$ cat src/tcw_pkg.sv
// ============================================================================
// tcw_pkg
// Shared constants, codes and the command record of the text console writer.
// ============================================================================
package tcw_pkg;

    localparam int MAX_COLS   = 80;
    localparam int MAX_LINES  = 25;
    localparam int CELL_COUNT = MAX_LINES * MAX_COLS;
    localparam int ADDR_W     = $clog2(CELL_COUNT);

    localparam int LINE_W     = 5;
    localparam int COL_W      = 7;
    localparam int CHAR_W     = 8;
    localparam int ATTR_W     = 8;
    localparam int CELL_W     = CHAR_W + ATTR_W;
    localparam int OP_W       = 2;
    localparam int NIB_W      = 4;

    localparam int CFG_IDX_W  = 2;
    localparam int CFG_DATA_W = 7;

    localparam logic [CFG_IDX_W-1:0] REG_ROWS_IN_USE    = 2'd0;
    localparam logic [CFG_IDX_W-1:0] REG_COLUMNS_IN_USE = 2'd1;

    localparam logic [LINE_W-1:0] ROWS_RESET = 5'd25;
    localparam logic [COL_W-1:0]  COLS_RESET = 7'd80;

    localparam logic [OP_W-1:0] OP_PUT   = 2'd0;
    localparam logic [OP_W-1:0] OP_CLEAR = 2'd1;
    localparam logic [OP_W-1:0] OP_READ  = 2'd2;

    localparam logic [CHAR_W-1:0] CH_NEWLINE   = 8'd10;
    localparam logic [CHAR_W-1:0] CH_BACKSPACE = 8'd8;
    localparam logic [CHAR_W-1:0] CH_SPACE     = 8'd32;
    localparam logic [ATTR_W-1:0] ATTR_PLAIN   = 8'h07;
    localparam logic [CELL_W-1:0] BLANK_CELL   = {ATTR_PLAIN, CH_SPACE};

    localparam int CMDQ_DEPTH = 2;
    localparam int CMDQ_PTR_W = (CMDQ_DEPTH > 1) ? $clog2(CMDQ_DEPTH) : 1;
    localparam int CMDQ_CNT_W = $clog2(CMDQ_DEPTH + 1);

    typedef enum logic [2:0] {
        KIND_PUT       = 3'd0,
        KIND_NEWLINE   = 3'd1,
        KIND_BACKSPACE = 3'd2,
        KIND_CLEAR     = 3'd3,
        KIND_READ      = 3'd4,
        KIND_NOP       = 3'd5
    } cmd_kind_t;

    typedef struct packed {
        cmd_kind_t          kind;
        logic [CHAR_W-1:0]  ch;
        logic [ATTR_W-1:0]  attr;
        logic [LINE_W-1:0]  rd_line;
        logic [COL_W-1:0]   rd_col;
        logic               rd_in_range;
    } cmd_t;

endpackage

$ cat src/tcw_front.sv
// ============================================================================
// tcw_front
// Request intake: decodes op and character into a command and queues it.
// ============================================================================
module tcw_front
    import tcw_pkg::*;
(
    input  logic              push,
    output logic              full,
    input  logic [OP_W-1:0]   op,
    input  logic [CHAR_W-1:0] char_code,
    input  logic [NIB_W-1:0]  background,
    input  logic [NIB_W-1:0]  foreground,
    input  logic [LINE_W-1:0] read_line,
    input  logic [COL_W-1:0]  read_column,
    input  logic              q_full,
    input  logic              init_busy,
    output logic              q_push,
    output cmd_t              q_cmd
);

    assign full   = q_full | init_busy;
    assign q_push = push & ~full;

    always_comb
    begin
        q_cmd.ch          = char_code;
        q_cmd.attr        = {background, foreground};
        q_cmd.rd_line     = read_line;
        q_cmd.rd_col      = read_column;
        q_cmd.rd_in_range = (read_line < LINE_W'(MAX_LINES)) &&
                            (read_column < COL_W'(MAX_COLS));
        unique case (op)
            OP_PUT:
            begin
                if (char_code == CH_NEWLINE)
                    q_cmd.kind = KIND_NEWLINE;
                else if (char_code == CH_BACKSPACE)
                    q_cmd.kind = KIND_BACKSPACE;
                else
                    q_cmd.kind = KIND_PUT;
            end
            OP_CLEAR: q_cmd.kind = KIND_CLEAR;
            OP_READ:  q_cmd.kind = KIND_READ;
            default:  q_cmd.kind = KIND_NOP;
        endcase
    end

endmodule

$ cat config.mk
export PLATFORM = sky130hd
export DESIGN_NAME = tcw_front
export DESIGN_NICKNAME = d
export VERILOG_FILES = /design/src/tcw_pkg.sv /design/src/tcw_front.sv
export SDC_FILE = /design/constraint.sdc
export NUM_CORES = 1
export LEC_CHECK = 0
export BUFFER_PORTS_ARGS = -buffer_cell sky130_fd_sc_hd__buf_4
export CAP_MARGIN = 20
export CORE_AREA = 4 4 41 43
export DETAILED_ROUTE_END_ITERATION = 6
export DIE_AREA = 0 0 45 47
export PLACE_DENSITY = 0.87
export SKIP_LAST_GASP = 1
export SLEW_MARGIN = 25
export SYNTH_ARGS = -nofsm -noshare
export SYNTH_HDL_FRONTEND = slang
export SYNTH_SLANG_ARGS = --single-unit
export TNS_END_PERCENT = 20
$ cat constraint.sdc
create_clock -name vclk -period 1.7
set_clock_uncertainty 0.2 [all_clocks]
set_input_delay 0.17 -clock vclk [all_inputs]
set_output_delay 0.17 -clock vclk [all_outputs]
set_load 0.005 [all_outputs]
# Word level (Yosys, flattened, before mapping)
# Index checks and enable logic that the tools add are counted.
# W data, S select, Z words.
# op_classes
mux	3
n_eq_ne	4
bitwise_logic	3
n_reduce_logical	2
n_lt_le_gt_ge	2
# op_table
cell	n
$eq A8 B4 Y1 const B	2
$pmux W3 S3	1
$lt A7 B7 Y1 const B	1
$lt A5 B5 Y1 const B	1
$mux W2	2
$eq A2 B1 Y1 const B	1
$eq A2 B2 Y1 const B	1
$logic_not A2 Y1	1
$and A1 B1 Y1	1
$logic_and A1 B1 Y1	1
$not A1 Y1	1
$or A1 B1 Y1	1
# word_totals
register_bits	0
wordCells	14
out_inout_bits	34

# Longest topological paths before layout
# depth
depth_word	4
depth_mapped	2

# Worst setup path after synthesis
# Ideal clock, no wire load.
# synth_timing
kind	in2out
start	in char_code[4]
end	out q_cmd[30] (netlist name)
path_stages	2
slack_ns	0.333
arrival_ns	0.997
path_buffers	0
cell_sequence	or4_4 > o41ai_2
# synth_lines
element	line	text
from (decl)	tcw_front.sv:11	input logic [CHAR_W-1:0] char_code,
to (decl)	tcw_front.sv:19	output cmd_t q_cmd

==> results by group <==
Status
  • Status: finished clean

Timing
  • Relative slew slack: 0.838
  • Fin crit share: 0.964
  • Setup TNS Final: 0 ns
  • Final setup fails: 0
  • Fin. Hold Viols: 0
  • Worst-Margin Slew: 0.240 ns
  • Slew Viols, Final: 0
  • Peak Freq: 610 MHz
  • RSZ-0062 raised after global routing: false
  • Tmin final: 1.64 ns

Setup path
  • Worst path max stage delay: 0.53 ns
  • Startpoint class of the critical path: primary input
  • Element type at the critical path end: primary output
  • Worst Path Required: 1.33 ns
  • Worst Path Max Fanout: 2
  • Crit path cell chain: buf_4, or4_4, o41ai_2, buf_4
  • Most used cell, CP: buf_4
  • Critical path data arrival time: 1.27 ns
  • CP max-delay cell: or4_4
  • Crit Path Class: in2out

Routing
  • DR vias: 307
  • Wire per inst: 11.8 µm
  • Post-DRT Antenna Nets: 0
  • Initial DRT Pass Iterations: 1
  • Iter 0 DRT Violations: 0
  • Number of remaining DRC errors: 0
  • DRT Wirelength: 837 µm
  • Vias per cell: 4.32

Hold path
  • Worst min path class: in2out
  • Hold-critical path depth: 0
  • Worst Hold Launch: foreground[3]
  • Hold Path End: q_cmd[16]

Power and ir drop
  • Total Power: 0.100 mW
  • Pwr per Cell Area: 230 mW/mm²
  • VDD IR max: 0.0000579 V
  • Leak Pwr: 0.246 nW

Synth
  • Synth top area share: 0.686
  • Syn nets: 75
  • Cell area after technology mapping: 307 µm²
  • Area contributors post-synth: buf_4 (69%), o41ai_2 (5.3%), inv_1 (3.7%)
  • Synth warn: 0
  • Count of cell types in the netlist: 13
  • Sequential fraction of the synthesis area: 0
  • Syn_area_per_cell: 7.30 µm²
  • Dominant cell type by area after synthesis: buf_4
  • Post-Synthesis Cells: 42

Final layout
  • Final Instance Area: 434 µm²
  • Layout cell share with drive strength beyond 1: 0.804
  • Clkbuf count: 0
  • Synth-to-Final Area Change: 41.6%
  • Final Net Count: 91
  • Final sequential cell count: 0
  • Inserted Diodes: 0
  • Area taken by flip-flops and latches: 0 µm²
  • Area of the multi-input gates: 81.3 µm²
  • Filler cells: 134

Placement
  • DP Area: 434 µm²
  • PortBufs: 43
  • Routability Congestion: 0.633

Floorplan
  • Die W: 45 µm
  • Ports: 67
  • Rows: 13
  • Die H: 47 µm
  • Area of the die: 0.00212 mm²
  • Starting Density: 0.236
  • Core ar.: 0.00130 mm²

Global routing
  • Largest net degree at the start of global routing: 4
  • Global-route wire length before repair: 1.15 mm
  • Initial antenna violation count: 0
  • Gr usage total: 0.0700
  • Remaining Overflow, GRT: 0
  • Vias in the first global route: 297

Flow run
  • Max_cap viols: 0

CTS
  • Setup bufs post-CTS: 0
  • PostCTS Resize Cnt: 0
  • Hold Buf Count CTS: 0
-- per-stage QoR --
step	setup slack [ns]	utilization	hold WS, ns	std cells
after detailed placement	0.0599	0.334	0.140	71
after global placement	0.0758	0.334	0.140	71
final	0.0620	0.334	0.140	71
after CTS	0.0516	0.334	0.140	71
after global routing	0.00475	0.334	0.140	71
after floorplan	0.333	-	0.199	42
-- how the worst max path moves through the flow --
stage | to | depth (start not counted) | slack (ns) | from
after floorplan | q_cmd[30] | 2 | 0.33 | char_code[4]
after global placement | q_cmd[30] | 4 | 0.08 | char_code[4]
after detailed placement | q_cmd[30] | 4 | 0.06 | char_code[4]
after CTS | q_cmd[30] | 4 | 0.05 | char_code[4]
after global routing | q_cmd[30] | 4 | 0.005 | char_code[4]
final | q_cmd[30] | 4 | 0.06 | char_code[4]
-- placed cells by master (no fill, tap or decap), drive strengths merged --
master,n
o41ai,1
or4,1
or4b,1
o21ai,1
o31ai,1
nor2,1
o311ai,1
inv,3
buf,43
or2,1
nand2b,1
and2,1
-- synthesized netlist by cell type --
cell      number
buf_4         28
nor2_1         1
clkbuf_1       1
or2_1          1
o41ai_2        1
o311ai_1       1
nand2b_1       1
and2_1         1
or4b_1         1
or4_4          1
o31ai_1        1
inv_1          3
o21ai_0        1
-- power by group --
part	internal [mW]	switching (mW)	total [mW]	leakage, nW
sequential	0	0	0	0
combinational	0.0688	0.0313	0.100	0.246
clock	0	0	0	0
total	0.0688	0.0313	0.100	0.246
-- layer usage --
layer | global-route usage | vias to the layer above | share of wire
met3 | 0.0307 | 0 | 0.23
met5 | 0 | - | 0
met1 | 0.0562 | 134 | 0.25
li1 | - | 138 | -
met2 | 0.158 | 35 | 0.52
met4 | 0 | 0 | 0
-- cells by family after synthesis --
family	share of synthesized area
and+or+nand+nor	0.143
AOI/OAI and AO/OA	0.122
buffers and inverters	0.735
-- worst max-delay path, delay by kind of cell --
family / cells / cell delay (ns)
AND/OR/NAND/NOR: 1 / 0.53
buffers and inverters: 2 / 0.27
AO/OA/AOI/OAI: 1 / 0.29
-- layout make-up --
| class | instances | share of cell area |
|---|---|---|
| Inverter | 3 | 0.0259 |
| Timing Repair Buffer | 43 | 0.744 |
| Multi-Input combinational cell | 10 | 0.187 |
| Tap cell | 15 | 0.0432 |
Note: power is estimated with default switching activity, not from simulation.
