`config.mk`:
```
export PLATFORM = sky130hd
export DESIGN_NAME = tcw_cmd_queue
export DESIGN_NICKNAME = d
export VERILOG_FILES = /design/src/tcw_pkg.sv /design/src/tcw_cmd_queue.sv
export SDC_FILE = /design/constraint.sdc
export NUM_CORES = 1
export LEC_CHECK = 0
export BUFFER_PORTS_ARGS = -buffer_cell sky130_fd_sc_hd__buf_2
export CORE_ASPECT_RATIO = 1.2
export CORE_MARGIN = 3
export CORE_UTILIZATION = 34
export DETAILED_ROUTE_END_ITERATION = 8
export GPL_TIMING_DRIVEN = 0
export PLACE_DENSITY = 0.7
export SYNTH_ARGS = -nofsm -noshare
export SYNTH_HDL_FRONTEND = slang
export SYNTH_SLANG_ARGS = --single-unit
```
`constraint.sdc`:
```
create_clock -name clk -period 2.5 [get_ports clk]
set_input_delay 0.25 -clock clk [delete_from_list [all_inputs] [get_ports clk]]
set_output_delay 0.25 -clock clk [all_outputs]
set_load 0.02 [all_outputs]
```
`src/tcw_pkg.sv`:
```
// ============================================================================
// tcw_pkg
// Shared constants, codes and the command record of the text console writer.
// ============================================================================
package tcw_pkg;

    localparam int MAX_COLS   = 80;
    localparam int MAX_LINES  = 25;
    localparam int CELL_COUNT = MAX_LINES * MAX_COLS;
    localparam int ADDR_W     = $clog2(CELL_COUNT);

    localparam int LINE_W     = 5;
    localparam int COL_W      = 7;
    localparam int CHAR_W     = 8;
    localparam int ATTR_W     = 8;
    localparam int CELL_W     = CHAR_W + ATTR_W;
    localparam int OP_W       = 2;
    localparam int NIB_W      = 4;

    localparam int CFG_IDX_W  = 2;
    localparam int CFG_DATA_W = 7;

    localparam logic [CFG_IDX_W-1:0] REG_ROWS_IN_USE    = 2'd0;
    localparam logic [CFG_IDX_W-1:0] REG_COLUMNS_IN_USE = 2'd1;

    localparam logic [LINE_W-1:0] ROWS_RESET = 5'd25;
    localparam logic [COL_W-1:0]  COLS_RESET = 7'd80;

    localparam logic [OP_W-1:0] OP_PUT   = 2'd0;
    localparam logic [OP_W-1:0] OP_CLEAR = 2'd1;
    localparam logic [OP_W-1:0] OP_READ  = 2'd2;

    localparam logic [CHAR_W-1:0] CH_NEWLINE   = 8'd10;
    localparam logic [CHAR_W-1:0] CH_BACKSPACE = 8'd8;
    localparam logic [CHAR_W-1:0] CH_SPACE     = 8'd32;
    localparam logic [ATTR_W-1:0] ATTR_PLAIN   = 8'h07;
    localparam logic [CELL_W-1:0] BLANK_CELL   = {ATTR_PLAIN, CH_SPACE};

    localparam int CMDQ_DEPTH = 2;
    localparam int CMDQ_PTR_W = (CMDQ_DEPTH > 1) ? $clog2(CMDQ_DEPTH) : 1;
    localparam int CMDQ_CNT_W = $clog2(CMDQ_DEPTH + 1);

    typedef enum logic [2:0] {
        KIND_PUT       = 3'd0,
        KIND_NEWLINE   = 3'd1,
        KIND_BACKSPACE = 3'd2,
        KIND_CLEAR     = 3'd3,
        KIND_READ      = 3'd4,
        KIND_NOP       = 3'd5
    } cmd_kind_t;

    typedef struct packed {
        cmd_kind_t          kind;
        logic [CHAR_W-1:0]  ch;
        logic [ATTR_W-1:0]  attr;
        logic [LINE_W-1:0]  rd_line;
        logic [COL_W-1:0]   rd_col;
        logic               rd_in_range;
    } cmd_t;

endpackage

```
`src/tcw_cmd_queue.sv`:
```
// ============================================================================
// tcw_cmd_queue
// Short command queue between intake and execution.
// ============================================================================
module tcw_cmd_queue
    import tcw_pkg::*;
(
    input  logic clk,
    input  logic rst_n,
    input  logic q_push,
    input  cmd_t q_cmd,
    input  logic q_pop,
    output cmd_t q_head,
    output logic q_full,
    output logic q_empty
);

    cmd_t                  slot_reg [CMDQ_DEPTH];
    logic [CMDQ_PTR_W-1:0] wr_ptr_reg, wr_ptr_next;
    logic [CMDQ_PTR_W-1:0] rd_ptr_reg, rd_ptr_next;
    logic [CMDQ_CNT_W-1:0] count_reg, count_next;
    logic                  do_push, do_pop;

    assign q_full  = (count_reg == CMDQ_CNT_W'(CMDQ_DEPTH));
    assign q_empty = (count_reg == '0);
    assign do_push = q_push & ~q_full;
    assign do_pop  = q_pop & ~q_empty;
    assign q_head  = slot_reg[rd_ptr_reg];

    always_comb
    begin
        wr_ptr_next = wr_ptr_reg;
        rd_ptr_next = rd_ptr_reg;
        count_next  = count_reg;
        if (do_push)
            wr_ptr_next = (wr_ptr_reg == CMDQ_PTR_W'(CMDQ_DEPTH - 1)) ? '0 :
                          CMDQ_PTR_W'(wr_ptr_reg + 1'b1);
        if (do_pop)
            rd_ptr_next = (rd_ptr_reg == CMDQ_PTR_W'(CMDQ_DEPTH - 1)) ? '0 :
                          CMDQ_PTR_W'(rd_ptr_reg + 1'b1);
        if (do_push && !do_pop)
            count_next = CMDQ_CNT_W'(count_reg + 1'b1);
        else if (do_pop && !do_push)
            count_next = CMDQ_CNT_W'(count_reg - 1'b1);
    end

    always_ff @(posedge clk or negedge rst_n)
    begin
        if (!rst_n)
        begin
            wr_ptr_reg <= '0;
            rd_ptr_reg <= '0;
            count_reg  <= '0;
        end
        else
        begin
            wr_ptr_reg <= wr_ptr_next;
            rd_ptr_reg <= rd_ptr_next;
            count_reg  <= count_next;
        end
    end

    always_ff @(posedge clk)
    begin
        if (do_push)
            slot_reg[wr_ptr_reg] <= q_cmd;
    end

endmodule

```
# Word level (Yosys, flattened, before mapping)
# Memory sizes are Yosys's and may differ from the RTL's.
# Index checks and enable logic that the tools add are counted.
# classes
n_addsub	4
n_mul	0
n_div	0
order_cmp	0
n_eq_ne	1
shift	0
n_mux	6
n_bitwise	4
reduce_logical	6
# ops
cell	n
$mux W1	4
$mux W2	2
$add A1 B1 Y1 const B	2
$add A2 B1 Y2 const B	1
$and A1 B1 Y1	2
$eq A2 B2 Y1 const B	1
$logic_and A1 B1 Y1	2
$logic_not A1 Y1	2
$logic_not A2 Y1	1
$not A1 Y1	2
$reduce_bool A2 Y1	1
$sub A2 B1 Y2 const B	1
# totals
regBits	4
latch_bits	0
ramBits	64
mem_bits_ro	0
inputBits	36
output_inout_bits	34
wordCells	25
n_memories	1
# memory_table
name	depth	word_bits	read_ports	rd_ports_with_merged_regs	wr	line_no	rtl
slot_reg	2	32	1	0	1	tcw_cmd_queue.sv:18	cmd_t slot_reg [CMDQ_DEPTH];

# Depth between registers and ports, before layout
# logic_depth
ltp_word	7
ltp_mapped	7
mapped_depth_nobuf	7

# Least setup slack after synthesis
# No wires, ideal clock.
# synth_path
path_type	register to register
from	reg count_reg[0]
to	mem slot_reg[0][0] in the netlist's numbering (enable)
setup_ns	0.421
t_arrival_ns	2.004
required_time_ns	2.079
slack_ns	0.075
stages_incl_launch_ff	4
period_less_slack_ns	2.425
cell_sequence	dfrtp_1 nand2b_1 nand2_1 nor2_1
# synth_between
elab_chain_len	5
# synth_rtl
item	line_no	rtl
start, declared	tcw_cmd_queue.sv:21	logic [CMDQ_CNT_W-1:0] count_reg, count_next;
start signal, assigned	tcw_cmd_queue.sv:59	count_reg <= count_next;
$eq A2 B2 Y1	tcw_cmd_queue.sv:24	assign q_full = (count_reg == CMDQ_CNT_W'(CMDQ_DEPTH));
$not A1 Y1	tcw_cmd_queue.sv:26	assign do_push = q_push & ~q_full;
$and A1 B1 Y1	tcw_cmd_queue.sv:26	
$mux W1	tcw_cmd_queue.sv:65	if (do_push)
$mux W1 (not written as such)	tcw_cmd_queue.sv:66	slot_reg[wr_ptr_reg] <= q_cmd;
end, declared	tcw_cmd_queue.sv:18	
# Every way passes these cells.

# Final worst setup path
# layout_path
from	reg count_reg[0]
to	mem slot_reg[1][1] in the netlist's numbering (enable)
# The elaborated chain is that of the path after synthesis.

==> run summary <==
RSZ-0062 raised after global routing: no
Syn Std Cell Area: 2659 sq um
Relative slew slack: 0.4603
Most frequent cell after synthesis: edfxtp_1
Register bit total from synthesis: 68
Placer congestion estimate: 0.6820
CP Launch Type: flip-flop
Tcrit/Tclk final: 0.6894
Post-synth cell types: 15
All-Layer GR Usage: 0.1062
EDFF count, synth: 64
Die extent in y: 102.9 um
Main area contributors after synthesis: edfxtp_1 (72%), mux2_4 (16%), dfrtp_1 (3.8%)
Clock Tree Root: clkbuf_8
Syn nets: 156
Starting Density: 0.3571
Hold Violations, Final: 0
Placed cell area: 3146 sq um
First-pass iteration count of the detailed router: 4
Highest clock rate: 0.5802 GHz
Final nets: 238
Hold Path Stages: 1
Final setup fails: 0
Die area: 8921 sq um
Seq/Total Area, Yosys: 0.7605
First-pass GRT wire length: 6.872 mm
CTS H-tree lvls: 3
Average cell area after synthesis: 22.34 sq um
Max reg flops: 64
Final ANT Viol Nets: 0
Top_reg_cell synth: edfxtp_1
Hpwl dp: 2.955 mm
Tightest Hold Check Type: in -> reg
Status: finished, final reports clean
Power density over the cells: 1246 nW/um^2
Post-synth top cells: edfxtp_1 (64), mux2_4 (29), dfrtp_1 (4)
Vias in the first global route: 1369
Num CTS Buffers: 9
I/O pin count: 70
Vias: 1287
Cell taking the most area after synthesis: edfxtp_1
CTS tree: yes
CP arrival: 1680 ps
Crit Path Category: reg -> reg
Setup tns final: 0 ps
P&R area growth vs syn: 26.78%
Buffers on Ports: 69
Vias per cell: 4.348
Worst-Skew Late Latency: 330 ps
Number of max-cap violations: 0
Worst setup EP type: flip-flop
Clock Skew: 7.687 ps
Register clock-pin slew on the reported worst setup and hold paths: 80 ps
CTS sink cnt: 68
Hold Path Origin: q_cmd[9]
Worst-Margin Slew: 809.6 ps
Design area: 3371 sq um
Die W: 86.73 um
Worst hold endpoint: slot_reg[0][9]
RR Startpoint: count_reg[0]
Max clock buf depth: 2
Remaining Overflow, GRT: 0
Worst Path Max Fanout: 32
Lkg Pwr: 0.001366 uW
Peak supply drop: 842.9 uV
Max-slew violation count: 0
Core Footprint: 7445 sq um
N_diodes: 0
Drt drc: 0
Top-area cell type share of the netlist area: 0.7228
Min cycle time layout: 1724 ps
Wirelength per Cell: 14.84 um
DRT iter0 DRCs: 57
Setup bufs post-CTS: 0
Reg-to-reg endpoint: slot_reg[1][1]
Share of layout cells above drive strength 1: 0.5971
R2r setup slk: 780 ps
FFs w/ async S/R, synth: 0.05882
Wirelength, routed: 4.392 mm
Reg2Reg Depth: 2
Total power: 4201 uW
YS warnings: 0
Final design utilization: 0.4528
Cells after Synth: 119
Site Rows: 34
Largest net degree at the start of global routing: 33
CP required: 2460 ps
Initial antenna violation count: 1
-- placed cells by master (no fill, tap or decap), drive strengths merged, types with 2 or more instances in the layout --
| cell | n |
|---|---|
| nor2 | 3 |
| xnor2 | 3 |
| clkinvlp | 3 |
| edfxtp | 64 |
| xor2 | 2 |
| clkinv | 2 |
| buf | 74 |
| mux2 | 32 |
| clkbuf | 9 |
| bufinv | 2 |
| inv | 2 |
| dfrtp | 4 |
-- cells by family (layout without fill, tap and decap cells) --
kind of cell | after synthesis | in the layout | share of synthesized area
AO/OA/AOI/OAI | 1 | 1 | 0.001881
adder cells (fa/ha/maj) | 1 | 1 | 0.004705
flip-flops | 68 | 68 | 0.7605
multiplexers | 32 | 32 | 0.1765
AND/OR/NAND/NOR | 6 | 6 | 0.01035
XOR/XNOR | 5 | 5 | 0.01647
buffers and inverters | 6 | 93 | 0.02965
-- what timing repair did --
item | CTS | global route
hold buffers | 1 | 0
gates resized for setup | 0 | 0
endpoints found under the hold margin | 4 | 0
setup endpoints to repair | 0 | 0
-- final cells by class --
type / count / area (sq um)
buffer: 4 / 71.32
clock buffer: 9 / 123.9
clock inverter: 7 / 91.34
fill: 654 / 4074
inverter: 2 / 7.507
multi-input combinational: 45 / 566.8
sequential: 68 / 2022
tap: 90 / 112.6
timing repair buffer: 71 / 375.4
-- worst max-delay path by stage --
| stage | startpoint | to | cells past startpoint |
|---|---|---|---|
| 2_1_floorplan | count_reg[0] | slot_reg[0][0] | 3 |
| 3_3_place_gp | count_reg[0] | slot_reg[0][31] | 3 |
| 3_5_place_dp | count_reg[0] | slot_reg[1][29] | 2 |
| 4_1_cts | count_reg[0] | slot_reg[1][22] | 2 |
| 5_1_grt | count_reg[0] | slot_reg[1][21] | 2 |
| 6_report | count_reg[0] | slot_reg[1][1] | 2 |
-- per-layer routing --
metal | vias up | track usage | part of all wire
li1 | 619 | - | -
met1 | 605 | 0.1247 | 0.42
met2 | 53 | 0.1731 | 0.48
met3 | 8 | 0.04636 | 0.079
met4 | 2 | 0.03957 | 0.012
met5 | - | 0 | 0.0016
-- worst max-delay path: stages (launching register included) --
cell and delay [ps]:
dfrtp_1 430, nand2b_1 170, and3_2 730
-- per-stage QoR --
step	cells	hold slack [ps]	setup WS, ps
floorplan	119	-45.59	75.27
global placement	278	62.97	-768.8
detailed placement	279	62.82	755.4
CTS	296	84.43	740.1
global route	296	80.97	661.8
finish	296	102.0	776.4
-- where the power goes --
part	total [uW]	internal [uW]	switching, uW
logic	1590	748	840
registers	1650	1560	86.6
clock network	963	556	407
total	4200	2870	1330
Note: power is estimated with default switching activity, not from simulation.
